## config.mk

```make
export PLATFORM = sky130hd
export DESIGN_NAME = status_panel_controller
export DESIGN_NICKNAME = d
export VERILOG_FILES = /design/src/rtl/spc_pkg.sv /design/src/rtl/status_panel_controller.sv /design/src/rtl/spc_csr.sv /design/src/rtl/spc_beeper.sv /design/src/rtl/spc_panel.sv
export SDC_FILE = /design/constraint.sdc
export NUM_CORES = 1
export LEC_CHECK = 0
export ABC_CLOCK_PERIOD_IN_PS = 26200
export BUFFER_PORTS_ARGS = -buffer_cell sky130_fd_sc_hd__buf_2
export CORE_MARGIN = 8
export CORE_UTILIZATION = 30
export DETAILED_ROUTE_END_ITERATION = 8
export PLACE_DENSITY = 0.44
export REMOVE_ABC_BUFFERS = 1
export SYNTH_ARGS = -nofsm -noshare
export SYNTH_HDL_FRONTEND = slang
export SYNTH_SLANG_ARGS = --single-unit
```

## constraint.sdc

```tcl
create_clock -name clock -period 26.2 [get_ports clock]
set_input_delay 6.55 -clock clock [delete_from_list [all_inputs] [get_ports clock]]
set_output_delay 6.55 -clock clock [all_outputs]
set_load 0.005 [all_outputs]
```

## src/rtl/spc_pkg.sv

```systemverilog
// Shared types and constants of the status panel controller.
// Used by every module of the block; depends on nothing else.
`default_nettype none

package spc_pkg;

   // Beep pattern store geometry.
   localparam int PATTERN_DEPTH = 10;
   localparam int PAT_LEN_W     = $clog2(PATTERN_DEPTH + 1);
   localparam int PAT_IDX_W     = $clog2(PATTERN_DEPTH);
   localparam int PAT_PAIRS     = PATTERN_DEPTH / 2;

   // Saturation limits of the tick counters.
   localparam logic [15:0] TICK_MAX = 16'hFFFF;
   localparam logic [9:0]  HOLD_MAX = 10'h3FF;

   // Reset pattern: three short beeps with the reset tone and gap lengths.
   localparam logic [8:0] RESET_SHORT_TONE = 9'd100;
   localparam logic [8:0] RESET_LONG_TONE  = 9'd300;
   localparam logic [8:0] RESET_TONE_GAP   = 9'd30;
   localparam int         RESET_BEEPS      = 3;

   // Configuration port.
   localparam int CSR_INDEX_W = 4;
   localparam int CSR_DATA_W  = 16;

   localparam logic [CSR_INDEX_W-1:0] CSR_DISCONNECT_TIMEOUT = 4'd0;
   localparam logic [CSR_INDEX_W-1:0] CSR_CHORD_HOLD         = 4'd1;
   localparam logic [CSR_INDEX_W-1:0] CSR_SINGLE_HOLD        = 4'd2;
   localparam logic [CSR_INDEX_W-1:0] CSR_SHORT_TONE         = 4'd3;
   localparam logic [CSR_INDEX_W-1:0] CSR_LONG_TONE          = 4'd4;
   localparam logic [CSR_INDEX_W-1:0] CSR_TONE_GAP           = 4'd5;
   localparam logic [CSR_INDEX_W-1:0] CSR_FAST_BLINK         = 4'd6;
   localparam logic [CSR_INDEX_W-1:0] CSR_SLOW_BLINK         = 4'd7;

   // Run status as reported by the host.
   typedef enum logic [2:0] {
      STATUS_IDLE    = 3'd0,
      STATUS_RUN_A   = 3'd1,
      STATUS_RUN_B   = 3'd2,
      STATUS_STOPPED = 3'd3,
      STATUS_ERROR   = 3'd4
   } run_status_type;

   // Command sent to the host.
   typedef enum logic [1:0] {
      CMD_NONE    = 2'd0,
      CMD_STOP    = 2'd1,
      CMD_START_A = 2'd2,
      CMD_START_B = 2'd3
   } host_cmd_type;

   // Lamp bit positions inside the lamp vector.
   localparam int LAMP_G_BIT = 0;
   localparam int LAMP_R_BIT = 1;
   localparam int LAMP_Y_BIT = 2;

   // Configuration register file contents.
   typedef struct packed {
      logic [15:0] disconnect_timeout;
      logic [9:0]  chord_hold;
      logic [9:0]  single_hold;
      logic [8:0]  short_tone;
      logic [8:0]  long_tone;
      logic [8:0]  tone_gap;
      logic [9:0]  fast_blink;
      logic [9:0]  slow_blink;
   } cfg_type;

   // Control from the panel logic to the beeper.
   typedef struct packed {
      logic       load;    // load a new beep pattern
      logic [1:0] nshort;  // short beeps in the new pattern
      logic [1:0] nlong;   // long beeps after the short ones
      logic       toggle;  // flip the buzzer after the pattern step
   } beep_ctrl_type;

endpackage

`default_nettype wire

```

## src/rtl/status_panel_controller.sv

```systemverilog
// Status panel controller: one request is one millisecond tick of the panel. Each
// request carries the decoded host message and the two button levels, and gives one
// response with the buzzer and lamp levels, the link flag and the host command. A
// request can be taken every clock cycle while the response channel is not stalled; a
// taken request waits in the input register before the state and result registers
// update, and a stalled response holds the next request in the input register, which
// then stalls further requests. Configuration writes are always ready and are meant for
// an idle block.
// Depends on spc_pkg, spc_csr, spc_panel and spc_beeper.
`default_nettype none

module status_panel_controller (
   input  wire logic                            clock,
   input  wire logic                            reset,
   // Request channel.
   input  wire logic                            req_valid,
   output logic                                 req_stall,
   input  wire logic                            req_message_valid,
   input  wire logic [2:0]                      req_message_code,
   input  wire logic                            req_green_pressed,
   input  wire logic                            req_yellow_pressed,
   // Response channel.
   output logic                                 rsp_valid,
   input  wire logic                            rsp_stall,
   output logic                                 rsp_buzzer_on,
   output logic                                 rsp_lamp_green,
   output logic                                 rsp_lamp_red,
   output logic                                 rsp_lamp_yellow,
   output logic                                 rsp_link_up,
   output logic [1:0]                           rsp_host_command,
   // Configuration channel.
   input  wire logic                            csr_valid,
   output logic                                 csr_ready,
   input  wire logic [spc_pkg::CSR_INDEX_W-1:0] csr_index,
   input  wire logic [spc_pkg::CSR_DATA_W-1:0]  csr_data
);
   import spc_pkg::*;

   logic          in_valid_ff, in_valid_in;
   logic          msg_valid_ff;
   logic [2:0]    msg_code_ff;
   logic          green_ff;
   logic          yellow_ff;
   logic          out_valid_ff, out_valid_in;
   logic          advance;
   logic          accept;
   cfg_type       cfg;
   beep_ctrl_type beep_ctrl;
   logic [2:0]    lamp_levels;

   // The held request moves into the state when the result register is free.
   assign advance   = in_valid_ff && (!out_valid_ff || !rsp_stall);
   assign req_stall = in_valid_ff && !advance;
   assign accept    = req_valid && !req_stall;

   always_comb begin
      in_valid_in  = accept || (in_valid_ff && !advance);
      out_valid_in = advance || (out_valid_ff && rsp_stall);
   end

   always_ff @(posedge clock) begin
      if (reset) begin
         in_valid_ff  <= 1'b0;
         out_valid_ff <= 1'b0;
      end else begin
         in_valid_ff  <= in_valid_in;
         out_valid_ff <= out_valid_in;
      end
   end

   // Input register payload.
   always_ff @(posedge clock) begin
      if (accept) begin
         msg_valid_ff <= req_message_valid;
         msg_code_ff  <= req_message_code;
         green_ff     <= req_green_pressed;
         yellow_ff    <= req_yellow_pressed;
      end
   end

   spc_csr u_csr (
      .clock     (clock),
      .reset     (reset),
      .csr_valid (csr_valid),
      .csr_ready (csr_ready),
      .csr_index (csr_index),
      .csr_data  (csr_data),
      .cfg       (cfg)
   );

   spc_panel u_panel (
      .clock          (clock),
      .reset          (reset),
      .step           (advance),
      .cfg            (cfg),
      .message_valid  (msg_valid_ff),
      .message_code   (msg_code_ff),
      .green_pressed  (green_ff),
      .yellow_pressed (yellow_ff),
      .beep_ctrl      (beep_ctrl),
      .lamp_levels    (lamp_levels),
      .link_up        (rsp_link_up),
      .host_command   (rsp_host_command)
   );

   spc_beeper u_beeper (
      .clock        (clock),
      .reset        (reset),
      .step         (advance),
      .cfg          (cfg),
      .beep_ctrl    (beep_ctrl),
      .buzzer_level (rsp_buzzer_on)
   );

   // The state registers hold the last response until the next request advances.
   assign rsp_valid       = out_valid_ff;
   assign rsp_lamp_green  = lamp_levels[LAMP_G_BIT];
   assign rsp_lamp_red    = lamp_levels[LAMP_R_BIT];
   assign rsp_lamp_yellow = lamp_levels[LAMP_Y_BIT];

endmodule

`default_nettype wire

```

## src/rtl/spc_csr.sv

```systemverilog
// Configuration register file of the status panel controller.
// Depends on spc_pkg for the register indexes and the cfg_type layout.
`default_nettype none

module spc_csr (
   input  wire logic                           clock,
   input  wire logic                           reset,
   input  wire logic                           csr_valid,
   output logic                                csr_ready,
   input  wire logic [spc_pkg::CSR_INDEX_W-1:0] csr_index,
   input  wire logic [spc_pkg::CSR_DATA_W-1:0]  csr_data,
   output spc_pkg::cfg_type                    cfg
);
   import spc_pkg::*;

   cfg_type cfg_ff;
   cfg_type cfg_in;

   // Writes are always taken.
   assign csr_ready = 1'b1;
   assign cfg       = cfg_ff;

   // Register decode; unknown indexes leave the file unchanged.
   always_comb begin
      cfg_in = cfg_ff;
      if (csr_valid) begin
         unique case (csr_index)
            CSR_DISCONNECT_TIMEOUT: cfg_in.disconnect_timeout = csr_data;
            CSR_CHORD_HOLD:         cfg_in.chord_hold  = csr_data[9:0];
            CSR_SINGLE_HOLD:        cfg_in.single_hold = csr_data[9:0];
            CSR_SHORT_TONE:         cfg_in.short_tone  = csr_data[8:0];
            CSR_LONG_TONE:          cfg_in.long_tone   = csr_data[8:0];
            CSR_TONE_GAP:           cfg_in.tone_gap    = csr_data[8:0];
            CSR_FAST_BLINK:         cfg_in.fast_blink  = csr_data[9:0];
            CSR_SLOW_BLINK:         cfg_in.slow_blink  = csr_data[9:0];
            default:                cfg_in = cfg_ff;
         endcase
      end
   end

   always_ff @(posedge clock) begin
      if (reset) begin
         cfg_ff.disconnect_timeout <= 16'd1000;
         cfg_ff.chord_hold         <= 10'd100;
         cfg_ff.single_hold        <= 10'd500;
         cfg_ff.short_tone         <= RESET_SHORT_TONE;
         cfg_ff.long_tone          <= RESET_LONG_TONE;
         cfg_ff.tone_gap           <= RESET_TONE_GAP;
         cfg_ff.fast_blink         <= 10'd100;
         cfg_ff.slow_blink         <= 10'd500;
      end else begin
         cfg_ff <= cfg_in;
      end
   end

endmodule

`default_nettype wire

```

## src/rtl/spc_beeper.sv

```systemverilog
// Beep pattern store and tone player of the status panel controller.
// Depends on spc_pkg for the store geometry and the beeper control struct.
`default_nettype none

module spc_beeper (
   input  wire logic                  clock,
   input  wire logic                  reset,
   input  wire logic                  step,
   input  spc_pkg::cfg_type           cfg,
   input  spc_pkg::beep_ctrl_type     beep_ctrl,
   output logic                       buzzer_level
);
   import spc_pkg::*;

   logic [8:0]           store_ff [PATTERN_DEPTH];
   logic [8:0]           store_in [PATTERN_DEPTH];
   logic [PAT_LEN_W-1:0] len_ff, len_in;
   logic [PAT_LEN_W-1:0] pos_ff, pos_in;
   logic [15:0]          tone_ff, tone_in;
   logic                 buzz_ff, buzz_in;

   logic [2:0]           total;
   logic [PAT_LEN_W-1:0] pairs;
   logic [PAT_LEN_W-1:0] pos_ld;
   logic [15:0]          tone_ld;
   logic [8:0]           entry;

   assign buzzer_level = buzz_ff;

   // Pattern load, then one tick of the tone and gap sequencer.
   always_comb begin
      store_in = store_ff;
      len_in   = len_ff;
      pos_ld   = pos_ff;
      tone_ld  = tone_ff;
      total    = {1'b0, beep_ctrl.nshort} + {1'b0, beep_ctrl.nlong};
      pairs    = (int'(total) < PAT_PAIRS) ? PAT_LEN_W'(total) : PAT_LEN_W'(PAT_PAIRS);
      if (beep_ctrl.load) begin
         for (int k = 0; k < PAT_PAIRS; k++) begin
            if (k < int'(total)) begin
               store_in[2*k]   = (k < int'(beep_ctrl.nshort)) ? cfg.short_tone
                                                              : cfg.long_tone;
               store_in[2*k+1] = cfg.tone_gap;
            end
         end
         len_in  = pairs << 1;
         pos_ld  = '0;
         tone_ld = '0;
      end

      tone_in = (tone_ld == TICK_MAX) ? TICK_MAX : tone_ld + 16'd1;
      pos_in  = pos_ld;
      buzz_in = buzz_ff;
      entry   = store_in[pos_ld[PAT_IDX_W-1:0]];
      if (pos_ld < len_in && pos_ld < PAT_LEN_W'(PATTERN_DEPTH)) begin
         buzz_in = ~pos_ld[0];
         if (tone_in > 16'(entry)) begin
            pos_in  = pos_ld + PAT_LEN_W'(1);
            tone_in = '0;
         end
      end

      // Error status flips the buzzer on each fast interval.
      if (beep_ctrl.toggle) begin
         buzz_in = ~buzz_in;
      end
   end

   always_ff @(posedge clock) begin
      if (reset) begin
         for (int k = 0; k < PATTERN_DEPTH; k++) begin
            if (k < 2 * RESET_BEEPS && k < 2 * PAT_PAIRS) begin
               store_ff[k] <= (k % 2 == 0) ? RESET_SHORT_TONE : RESET_TONE_GAP;
            end else begin
               store_ff[k] <= '0;
            end
         end
         len_ff  <= PAT_LEN_W'(2 * ((RESET_BEEPS < PAT_PAIRS) ? RESET_BEEPS : PAT_PAIRS));
         pos_ff  <= '0;
         tone_ff <= '0;
         buzz_ff <= 1'b0;
      end else if (step) begin
         store_ff <= store_in;
         len_ff   <= len_in;
         pos_ff   <= pos_in;
         tone_ff  <= tone_in;
         buzz_ff  <= buzz_in;
      end
   end

endmodule

`default_nettype wire

```

## src/rtl/spc_panel.sv

```systemverilog
// Link supervision, button handling and lamp driver of the status panel controller.
// Depends on spc_pkg; drives the beeper through a beep_ctrl_type struct.
`default_nettype none

module spc_panel (
   input  wire logic              clock,
   input  wire logic              reset,
   input  wire logic              step,
   input  spc_pkg::cfg_type       cfg,
   input  wire logic              message_valid,
   input  wire logic [2:0]        message_code,
   input  wire logic              green_pressed,
   input  wire logic              yellow_pressed,
   output spc_pkg::beep_ctrl_type beep_ctrl,
   output logic [2:0]             lamp_levels,
   output logic                   link_up,
   output logic [1:0]             host_command
);
   import spc_pkg::*;

   logic [31:0]    time_ff, time_in;
   logic [31:0]    last_ff, last_in;
   run_status_type status_ff, status_in;
   logic           conn_ff, conn_in;
   logic [9:0]     ghold_ff, ghold_in;
   logic [9:0]     yhold_ff, yhold_in;
   logic           gfired_ff, gfired_in;
   logic           yfired_ff, yfired_in;
   logic [2:0]     lamps_ff, lamps_in;
   logic [1:0]     rot_ff, rot_in;
   logic [15:0]    lticks_ff, lticks_in;
   host_cmd_type   cmd_ff, cmd_in;

   logic [31:0]    elapsed;
   logic [9:0]     ghold_cur, yhold_cur;
   logic           gfired_cur, yfired_cur;
   logic           fast_due, slow_due;

   assign lamp_levels  = lamps_ff;
   assign link_up      = conn_ff;
   assign host_command = cmd_ff;

   always_comb begin
      // Host message and link timeout.
      status_in = status_ff;
      conn_in   = conn_ff;
      last_in   = last_ff;
      if (message_valid) begin
         conn_in = 1'b1;
         if (message_code <= STATUS_ERROR) begin
            status_in = run_status_type'(message_code);
            last_in   = time_ff;
         end else begin
            last_in = '0;
         end
      end
      elapsed = time_ff - last_in;
      if (elapsed > {16'd0, cfg.disconnect_timeout}) begin
         conn_in = 1'b0;
      end

      // Link edges load the connect or disconnect beeps.
      beep_ctrl = '0;
      if (conn_in && !conn_ff) begin
         beep_ctrl.load   = 1'b1;
         beep_ctrl.nshort = 2'd2;
      end
      if (!conn_in && conn_ff) begin
         beep_ctrl.load  = 1'b1;
         beep_ctrl.nlong = 2'd3;
      end

      // Button holds; a released button clears its count and fired flag.
      ghold_cur  = green_pressed  ? ghold_ff  : '0;
      yhold_cur  = yellow_pressed ? yhold_ff  : '0;
      gfired_cur = green_pressed  && gfired_ff;
      yfired_cur = yellow_pressed && yfired_ff;
      gfired_in  = gfired_cur;
      yfired_in  = yfired_cur;
      cmd_in     = CMD_NONE;
      if (green_pressed && yellow_pressed && ghold_cur > cfg.chord_hold
          && yhold_cur > cfg.chord_hold && !gfired_cur && !yfired_cur) begin
         gfired_in        = 1'b1;
         yfired_in        = 1'b1;
         beep_ctrl.load   = 1'b1;
         beep_ctrl.nshort = 2'd0;
         beep_ctrl.nlong  = 2'd2;
         cmd_in           = CMD_STOP;
      end else if (green_pressed && ghold_cur > cfg.single_hold && !gfired_cur) begin
         gfired_in        = 1'b1;
         beep_ctrl.load   = 1'b1;
         beep_ctrl.nshort = 2'd1;
         beep_ctrl.nlong  = 2'd1;
         cmd_in           = CMD_START_A;
      end else if (yellow_pressed && yhold_cur > cfg.single_hold && !yfired_cur) begin
         yfired_in        = 1'b1;
         beep_ctrl.load   = 1'b1;
         beep_ctrl.nshort = 2'd2;
         beep_ctrl.nlong  = 2'd1;
         cmd_in           = CMD_START_B;
      end
      ghold_in = (green_pressed && ghold_cur != HOLD_MAX)  ? ghold_cur + 10'd1 : ghold_cur;
      yhold_in = (yellow_pressed && yhold_cur != HOLD_MAX) ? yhold_cur + 10'd1 : yhold_cur;

      // Lamp timing: rotation while the link is down, status display while up.
      lticks_in = (lticks_ff == TICK_MAX) ? TICK_MAX : lticks_ff + 16'd1;
      fast_due  = lticks_in > {6'd0, cfg.fast_blink};
      slow_due  = lticks_in > {6'd0, cfg.slow_blink};
      lamps_in  = lamps_ff;
      rot_in    = rot_ff;
      if (!conn_in) begin
         if (fast_due) begin
            if (rot_ff != 2'd3) begin
               lamps_in = lamps_ff ^ (3'd1 << rot_ff);
            end
            rot_in    = (rot_ff >= 2'd2) ? 2'd0 : rot_ff + 2'd1;
            lticks_in = '0;
         end
      end else begin
         case (status_in)
            STATUS_IDLE: begin
               if (slow_due) begin
                  lamps_in  = (lamps_ff & 3'b010) ^ 3'b010;
                  lticks_in = '0;
               end
            end
            STATUS_RUN_A: begin
               if (fast_due) begin
                  lamps_in  = (lamps_ff & 3'b001) ^ 3'b001;
                  lticks_in = '0;
               end
            end
            STATUS_RUN_B: begin
               if (fast_due) begin
                  lamps_in  = (lamps_ff & 3'b100) ^ 3'b100;
                  lticks_in = '0;
               end
            end
            STATUS_STOPPED: begin
               lamps_in = 3'b010;
            end
            STATUS_ERROR: begin
               if (fast_due) begin
                  lamps_in         = (lamps_ff & 3'b010) ^ 3'b010;
                  beep_ctrl.toggle = 1'b1;
                  lticks_in        = '0;
               end
            end
            default: begin
               lamps_in = lamps_ff;
            end
         endcase
      end

      time_in = time_ff + 32'd1;
   end

   always_ff @(posedge clock) begin
      if (reset) begin
         time_ff   <= '0;
         last_ff   <= '0;
         status_ff <= STATUS_IDLE;
         conn_ff   <= 1'b0;
         ghold_ff  <= '0;
         yhold_ff  <= '0;
         gfired_ff <= 1'b0;
         yfired_ff <= 1'b0;
         lamps_ff  <= '0;
         rot_ff    <= '0;
         lticks_ff <= '0;
         cmd_ff    <= CMD_NONE;
      end else if (step) begin
         time_ff   <= time_in;
         last_ff   <= last_in;
         status_ff <= status_in;
         conn_ff   <= conn_in;
         ghold_ff  <= ghold_in;
         yhold_ff  <= yhold_in;
         gfired_ff <= gfired_in;
         yfired_ff <= yfired_in;
         lamps_ff  <= lamps_in;
         rot_ff    <= rot_in;
         lticks_ff <= lticks_in;
         cmd_ff    <= cmd_in;
      end
   end

endmodule

`default_nettype wire

```

* Word-level counts from Yosys, hierarchy flattened
Cells that the tools add are included.
Storage, ports and cells: bits of input ports 31, output and inout port bits 10, word-level logic and storage cells 211, register bits after elaboration 319
Operators by class: eq/ne operators 21, add/sub/neg operators 9, reductions and logical operators 46, shifts and indexed selects 1, multiplexer cells 64, order comparisons 22, bitwise operators 8
Operators with widths (count):
- 2-to-1 mux 16 bit | 8
- 2-to-1 mux 18 bit | 5
- 2-to-1 mux 90 bit | 1
- 2-to-1 mux 32 bit | 2
- 2-to-1 mux 9 bit | 5
- > comparator 10 bit | 4
- 2-to-1 mux 10 bit | 4
- binary-select mux 9 bit (select 4 bit) | 1
- 2-to-1 mux 3 bit | 11
- adder 16 x 1 -> 16 bit, second input constant | 2
- adder 32 x 1 -> 32 bit, second input constant | 1
- equality test 16 bit, second input constant | 2
- > comparator 16 x 10 -> 1 bit | 2
- > comparator 32 x 16 -> 1 bit | 1
- case mux 16 bit (2 select lines) | 1
- subtractor 32 bit | 1
- adder 10 x 1 -> 10 bit, second input constant | 2
- logical AND 1 bit | 20
- != test 10 bit, second input constant | 2
- equality test 4 x 3 -> 1 bit, second input constant | 4
- > comparator 16 x 9 -> 1 bit | 1
- 2-to-1 mux 4 bit | 4
- AND reduction 2 bit | 8
- 2-to-1 mux 5 bit | 3
- 38 further kinds | 76

* Longest topological paths before layout
Gate-level depths: netlist of run 1.
word-level depth 22, gate-level depth with buffers 53, gate-level depth less buffers 44

* Modules after synthesis
Synthesis of run 1 repeated with hierarchy kept, for this count alone.
Unflattened totals: cell total of the unflattened synthesis 2450, area total of the unflattened synthesis 19826.5 µm²
By module, submodules not included:
- spc_panel | instances 1, sequential area each 2262.2 µm², area an instance 9858.2 µm², cells each 1319
- spc_beeper | instances 1, sequential area each 2302.2 µm², area an instance 6428.7 µm², cells each 803
- spc_csr | instances 1, sequential area each 1661.6 µm², area an instance 3273.1 µm², cells each 312
- status_panel_controller | instances 1, sequential area each 220.2 µm², area an instance 266.5 µm², cells each 16

* Least setup slack after synthesis of run 1
Ideal clock, no wire load.
path kind in2out, from in rsp_stall, to out req_stall, cell stages on the path 1, setup slack 12.927 ns, data required time 19.650 ns, data arrival time 6.723 ns, path buffers 0, cells stage by stage and3_1
On the way: cells in the longest elaborated chain, start to end 5
RTL lines:
- start: declaration | line status_panel_controller.sv:24 | input wire logic rsp_stall,
- zero test 1 bit | line status_panel_controller.sv:52 | assign advance = in_valid_ff && (!out_valid_ff || !rsp_stall);
- logical OR 1 bit | line status_panel_controller.sv:52
- logical AND 1 bit | line status_panel_controller.sv:52
- zero test 1 bit | line status_panel_controller.sv:53 | assign req_stall = in_valid_ff && !advance;
- logical AND 1 bit | line status_panel_controller.sv:53
- end: declaration | line status_panel_controller.sv:17 | output logic req_stall,
Every way passes these cells.

* Worst setup path after layout of run 1
Same ends and word-level chain as after synthesis.

==> impl_metrics.json, run 1 <==
{
  "outcome": "completed",
  "rsz0062_at_grt": "false",
  "cts-root-buf": "clkbuf_16",
  "setup_viol": 0,
  "gp_congestion": 0.849,
  "area_growth_pct": 11.7,
  "relSlewSlack_pct": 16.1,
  "start_util_pct": 30.2,
  "synthFlopType": "dfxtp_1",
  "cts_buffers": 40,
  "final_hold_viol_count": 0,
  "drive_above_1_share_pct": 7.07,
  "drt-initial-drc-count": 957,
  "routed_wl_mm": 57.8,
  "ctsResizeCount": 0,
  "synth_cell_types": 92,
  "layout_common_cells": "nand2_1 (356), dfxtp_1 (313), nor2_1 (229)",
  "clk_latency_ns": 0.59,
  "leakage_nw": 8.78,
  "fin_crit_sh_pct": 51.6,
  "syn_area_per_cell_um2": 7.90,
  "timing.fmax_mhz": 73.9,
  "multi_input_area_um2": 12000,
  "crit_required_ns": 19.65,
  "cts_setup_buffers": 0,
  "crit_type": "input pin to output pin",
  "grt_max_degree": 75,
  "ir_worst_vdd_mv": 0.0421,
  "maxCapViolCount": 0,
  "setup-tns-final_ns": 0,
  "postCtsHoldBufs": 0,
  "vias": 17100,
  "fillers": 6723,
  "die_x_um": 270,
  "skew_ns": 0.0657,
  "die_y_um": 270,
  "grt_pass1_wl_mm": 92.0,
  "antenna_found_initial": 3,
  "wl_per_cell_um": 17.6,
  "grt_usage_pct": 15.3,
  "firstDrtPassIters": 5,
  "synth_area_um2": 19400,
  "start_kind": "input pin",
  "num_rows": 93,
  "grt_pass1_vias": 16400,
  "drtAntennaViolNets": 0,
  "vias_per_cell": 5.19,
  "async_flop_share_pct": 0,
  "holdPathStages": 2,
  "syn_inst": 2452,
  "place_inst": 3215,
  "core_um2": 64100,
  "synth-edff-count": 6,
  "hold_path.class": "register to register",
  "dp.final_hpwl_mm": 40.8,
  "drv_slew": 0,
  "seq_area_frac_synth_pct": 33.3,
  "path_clk_slew_ns": 0.06,
  "cts_tree": "done",
  "dieArea_um2": 72900,
  "tightest_slew_ns": 1.25,
  "final_nets": 2559,
  "layout.cells.non_filler": 3289,
  "regArea_um2": 6450,
  "n_antenna_cell": 0,
  "critPathArrivalTime_ns": 6.97,
  "worstRegToRegCells": 42,
  "ios": 41,
  "htreeDepth": 2,
  "p_per_area_nw_per_um2": 56.5,
  "ys_warn_count": 0,
  "clock_path_buffers": 3,
  "ys_seq_elements": 319,
  "drc": 0,
  "mostFrequentLayoutCell": "nand2_1",
  "io_buffers": 39,
  "fin_crit_ns": 13.52,
  "endpoint_kind": "output pin",
  "grt-ovfl-total": 0,
  "crit_path_max_fanout": 3,
  "cts.sinks": 319
}
## synth_stat cells, drive strengths merged, types with 39 or more instances
cell type | number | share of area (%)
nand2 | 358 | 7.0
dfxtp | 313 | 32
nor2 | 230 | 4.5
a21oi | 206 | 5.4
ha | 124 | 8.0
mux2i | 118 | 6.1
o21ai | 116 | 3.0
clkbuf | 102 | 2.0
inv | 93 | 1.8
nand3 | 80 | 2.1
a211oi | 49 | 2.0
buf | 49 | 1.3
nor2b | 44 | 1.4
nor3 | 39 | 1.1
## power breakdown
part           total (mW)  internal, mW  switching, mW  leakage (nW)
Combinational       0.116        0.0412         0.0750          5.48
Sequential          0.500         0.494        0.00624          2.59
Clock               0.606         0.371          0.234         0.714
Total                1.22         0.906          0.316          8.78
## layout make-up
type | instances | share of cell area (%)
Clock inverter | 19 | 1.36
Clock buffer | 55 | 5.35
Inverter | 93 | 1.61
Multi-Input combinational cell | 1889 | 55.3
Sequential cell | 319 | 29.8
Timing Repair Buffer | 59 | 1.64
Tap cell | 855 | 4.95
## routing by layer
layer	vias up	routed length [um]	GRT usage, %
li1	8620	-	-
met1	8084	28500	21.2
met2	302	25500	24.3
met3	74	2790	2.96
met4	2	1070	3.61
met5	-	11	0
## registers in the layout (all words and copies together) (netlist names), 2 cells and up
| signal | cells |
|---|---|
| u_beeper.store_ff | 90 |
| u_csr.cfg | 83 |
| u_panel.last_ff | 32 |
| u_panel.time_ff | 32 |
| u_beeper.tone_ff | 16 |
| u_panel.lticks_ff | 16 |
| u_panel.ghold_ff | 10 |
| u_panel.yhold_ff | 10 |
| u_beeper.len_ff | 4 |
| u_beeper.pos_ff | 4 |
| msg_code_ff | 3 |
| u_panel.lamp_levels | 3 |
| u_panel.status_ff | 3 |
| u_panel.host_command | 2 |
| u_panel.rot_ff | 2 |
## critical path: stages
cell	delay, ns
buf_2	0.10
and3_1	0.19
buf_2	0.13
## final timing paths
| path | slack (ns) | end | start |
|---|---|---|---|
| max reg2reg | 14.09 | u_beeper.pos_ff[1] | msg_valid_ff |
| max | 12.68 | req_stall | rsp_stall |
| min | 0.45 | u_csr.cfg[77] | u_csr.cfg[77] |
| min reg2reg | 0.45 | u_csr.cfg[77] | u_csr.cfg[77] |
## logic make-up after synthesis
logic type	share of synthesized area (%)
DFF	33.3
buffers and inverters	5.07
muxes	6.57
adders and majority gates	8.22
xor gates and xnor gates	3.21
AOI/OAI and AO/OA	20.3
and+or+nand+nor	23.3
other	0.0194
## per-stage QoR
stage | instance area, um^2 | hold WS [ns] | setup WS [ns] | power, mW | utilization [%]
after CTS | 21600 | 0.455 | 12.68 | 1.24 | 33.7
after floorplan | 18700 | 0.427 | 12.93 | 0.585 | -
after global routing | 21600 | 0.467 | 12.64 | 1.28 | 33.7
after global placement | 20200 | 0.440 | 12.68 | 0.626 | 31.5
after detailed placement | 20200 | 0.446 | 12.68 | 0.627 | 31.5
final | 21600 | 0.453 | 12.68 | 1.22 | 33.7
(Power assumes the default switching activity.)
==> inputs of run 2 (changes only) <==
ABC_AREA = 1   (was not set)
ABC_CLOCK_PERIOD_IN_PS = 13000   (was 26200)
clock period = 13 ns   (was 26.2 ns; I/O delays follow)
==> run 2 against run 1 <==
  * Count of clock-buffer cells in the layout increased by 4
  * Clock power increased by 100%
  * Combinational power increased to 3.1 times the previous value
  * Sequential power increased by 110%
  * Largest power group unchanged
  * Highest routed layer is now met4
==> impl_metrics.json, run 2 <==
{
  "vias": 19700,
  "postCtsHoldBufs": 0,
  "layout_common_cells": "nand2_1 (666), inv_1 (499), o21ai_0 (314)",
  "grt-ovfl-total": 0,
  "dieArea_um2": 76000,
  "final_core_util_pct": 33.8,
  "start_util_pct": 30.2,
  "num_rows": 95,
  "place_ws_ns": 2.54,
  "synth_cell_types": 54,
  "grt_usage_pct": 17.1,
  "ys_top_cells_by_area": "dfxtp_1 (31%), nand2_1 (12%), inv_1 (9.3%), o21ai_0 (7.8%), ha_1 (7.7%)",
  "gp_congestion": 0.870,
  "async_flop_share_pct": 0,
  "firstDrtPassIters": 5,
  "htreeDepth": 2,
  "clock_path_buffers": 3,
  "vias_per_cell": 4.94,
  "largest_reg_flops": 90,
  "crit_top_cell": "nand2_1",
  "mostFrequentLayoutCell": "nand2_1",
  "crit_type": "register to register",
  "synth_area_um2": 20200,
  "fin_ws_ns": 2.48,
  "drive_above_1_share_pct": 6.19,
  "slowest_stage": "nand2_1",
  "seq_area_frac_synth_pct": 31.9,
  "fin_crit_ns": 10.52,
  "cts_tree": "done",
  "clk_latency_ns": 0.59,
  "crit_path_max_fanout": 36,
  "maxCapViolCount": 0,
  "outcome": "completed",
  "cts-root-buf": "clkbuf_16",
  "drt-initial-drc-count": 1388,
  "grt_pass1_vias": 18800,
  "die_y_um": 276,
  "fillers": 7269,
  "synth-edff-count": 6,
  "tightest_slew_ns": 1.06,
  "final_hold_viol_count": 0,
  "relSlewSlack_pct": 28.9,
  "drtAntennaViolNets": 0,
  "rsz0062_at_grt": "false",
  "ctsResizeCount": 0,
  "synth.top_cell.area_share_pct": 31.0,
  "wl_per_cell_um": 16.5,
  "dp.final_hpwl_mm": 47.2,
  "start_kind": "register",
  "die_x_um": 276,
  "endpoint_kind": "register",
  "path_clk_slew_ns": 0.06,
  "leakage_nw": 10.6,
  "ys_warn_count": 0,
  "skew_ns": 0.0317,
  "cts_setup_buffers": 0,
  "top_register": "u_beeper.store_ff",
  "drc": 0,
  "cts_buffers": 42,
  "syn_inst": 3114,
  "p_per_area_nw_per_um2": 116,
  "netlist_top_cells_count": "nand2_1 (667), inv_1 (500), o21ai_0 (316)",
  "setup_viol": 0,
  "synthFlopType": "dfxtp_1",
  "core_um2": 66900,
  "antenna_found_initial": 1,
  "setup-tns-final_ns": 0,
  "grt_max_degree": 86,
  "grt_pass1_wl_mm": 104,
  "area_growth_pct": 11.8,
  "timing.fmax_mhz": 95.1,
  "final_nets": 3244,
  "fin_crit_sh_pct": 80.9,
  "crit_required_ns": 13.45,
  "hold_path.class": "register to register",
  "io_buffers": 39,
  "drv_slew": 0,
  "synth_top_area_cell": "dfxtp_1",
  "yosysMostFrequentCell": "nand2_1",
  "ys_seq_elements": 319,
  "critPathArrivalTime_ns": 10.97,
  "critPathMaxStageDelay_ns": 0.85,
  "power_mw": 2.62,
  "ios": 41,
  "syn_area_per_cell_um2": 6.50,
  "routed_wl_mm": 65.9,
  "cts.sinks": 319,
  "ir_worst_vdd_mv": 0.145
}
[run 2: cell count changes after synthesis, moves of 42 or more]
cell / delta
inv_1: +407
nand2_1: +310
o21ai_0: +213
mux2i_1: -115
a21oi_1: +95
nand3_1: +79
nor2b_1: -44
a211oi_1: -42
[run 2: worst max-delay path: cells and delay by family (launching register included)]
family          cells  cell delay (ns)
xor+xnor            1             0.10
simple gates       31             4.32
buf+inv             6             1.06
flops               1             0.35
compound gates     13             2.58
fa+ha+maj           6             1.95
[run 2: layout make-up]
type / instances / area, um^2 / area share, %
antenna: 1 / 2.50 / 0.0111
clock buffer: 59 / 1240 / 5.47
clock inverter: 15 / 219 / 0.968
inverter: 510 / 1920 / 8.49
multi-input combinational: 2155 / 11300 / 50.2
sequential: 319 / 6450 / 28.5
tap: 873 / 1090 / 4.83
timing repair buffer: 59 / 352 / 1.55
[run 2: per-stage QoR]
stage	hold slack [ns]	cells	area [um^2]
2_1_floorplan	0.422	2984	19700
3_3_place_gp	0.434	3916	21200
3_5_place_dp	0.435	3916	21200
4_1_cts	0.444	3990	22600
5_1_grt	0.460	3991	22600
6_report	0.442	3991	22600
[run 2: final timing paths]
kind                         startpoint               endpoint  slack [ns]  cells after the start
setup / recovery           msg_valid_ff     u_beeper.pos_ff[0]        2.48                     57
hold / removal    u_beeper.store_ff[35]  u_beeper.store_ff[35]        0.44                      2
setup reg to reg           msg_valid_ff     u_beeper.pos_ff[0]        2.48                     57
hold reg to reg   u_beeper.store_ff[35]  u_beeper.store_ff[35]        0.44                      2
[run 2: logic make-up (layout without fill, tap and decap cells)]
group | Yosys count | in the layout | share of synthesized area [%]
xor gates and xnor gates | 28 | 28 | 1.21
adders and majority gates | 126 | 126 | 7.86
other | 1 | 2 | 0.0185
buffers and inverters | 640 | 643 | 12.1
and+or+nand+nor | 1218 | 1218 | 25.7
muxes | 3 | 3 | 0.148
DFF | 319 | 319 | 31.9
AOI/OAI and AO/OA | 779 | 779 | 21.1
[run 2: report_power, final]
part | total [mW] | switching [mW] | internal [mW]
Combinational | 0.354 | 0.241 | 0.112
Clock | 1.22 | 0.478 | 0.746
Sequential | 1.04 | 0.0190 | 1.02
Total | 2.62 | 0.739 | 1.88
[run 2: routing by layer]
layer / up-vias / global-route usage, % / share of wire, %
li1: 10200 / - / -
met1: 9083 / 22.7 / 48
met2: 358 / 28.6 / 45
met3: 97 / 2.35 / 4.2
met4: 0 / 5.39 / 2.8
met5: - / 0 / 0
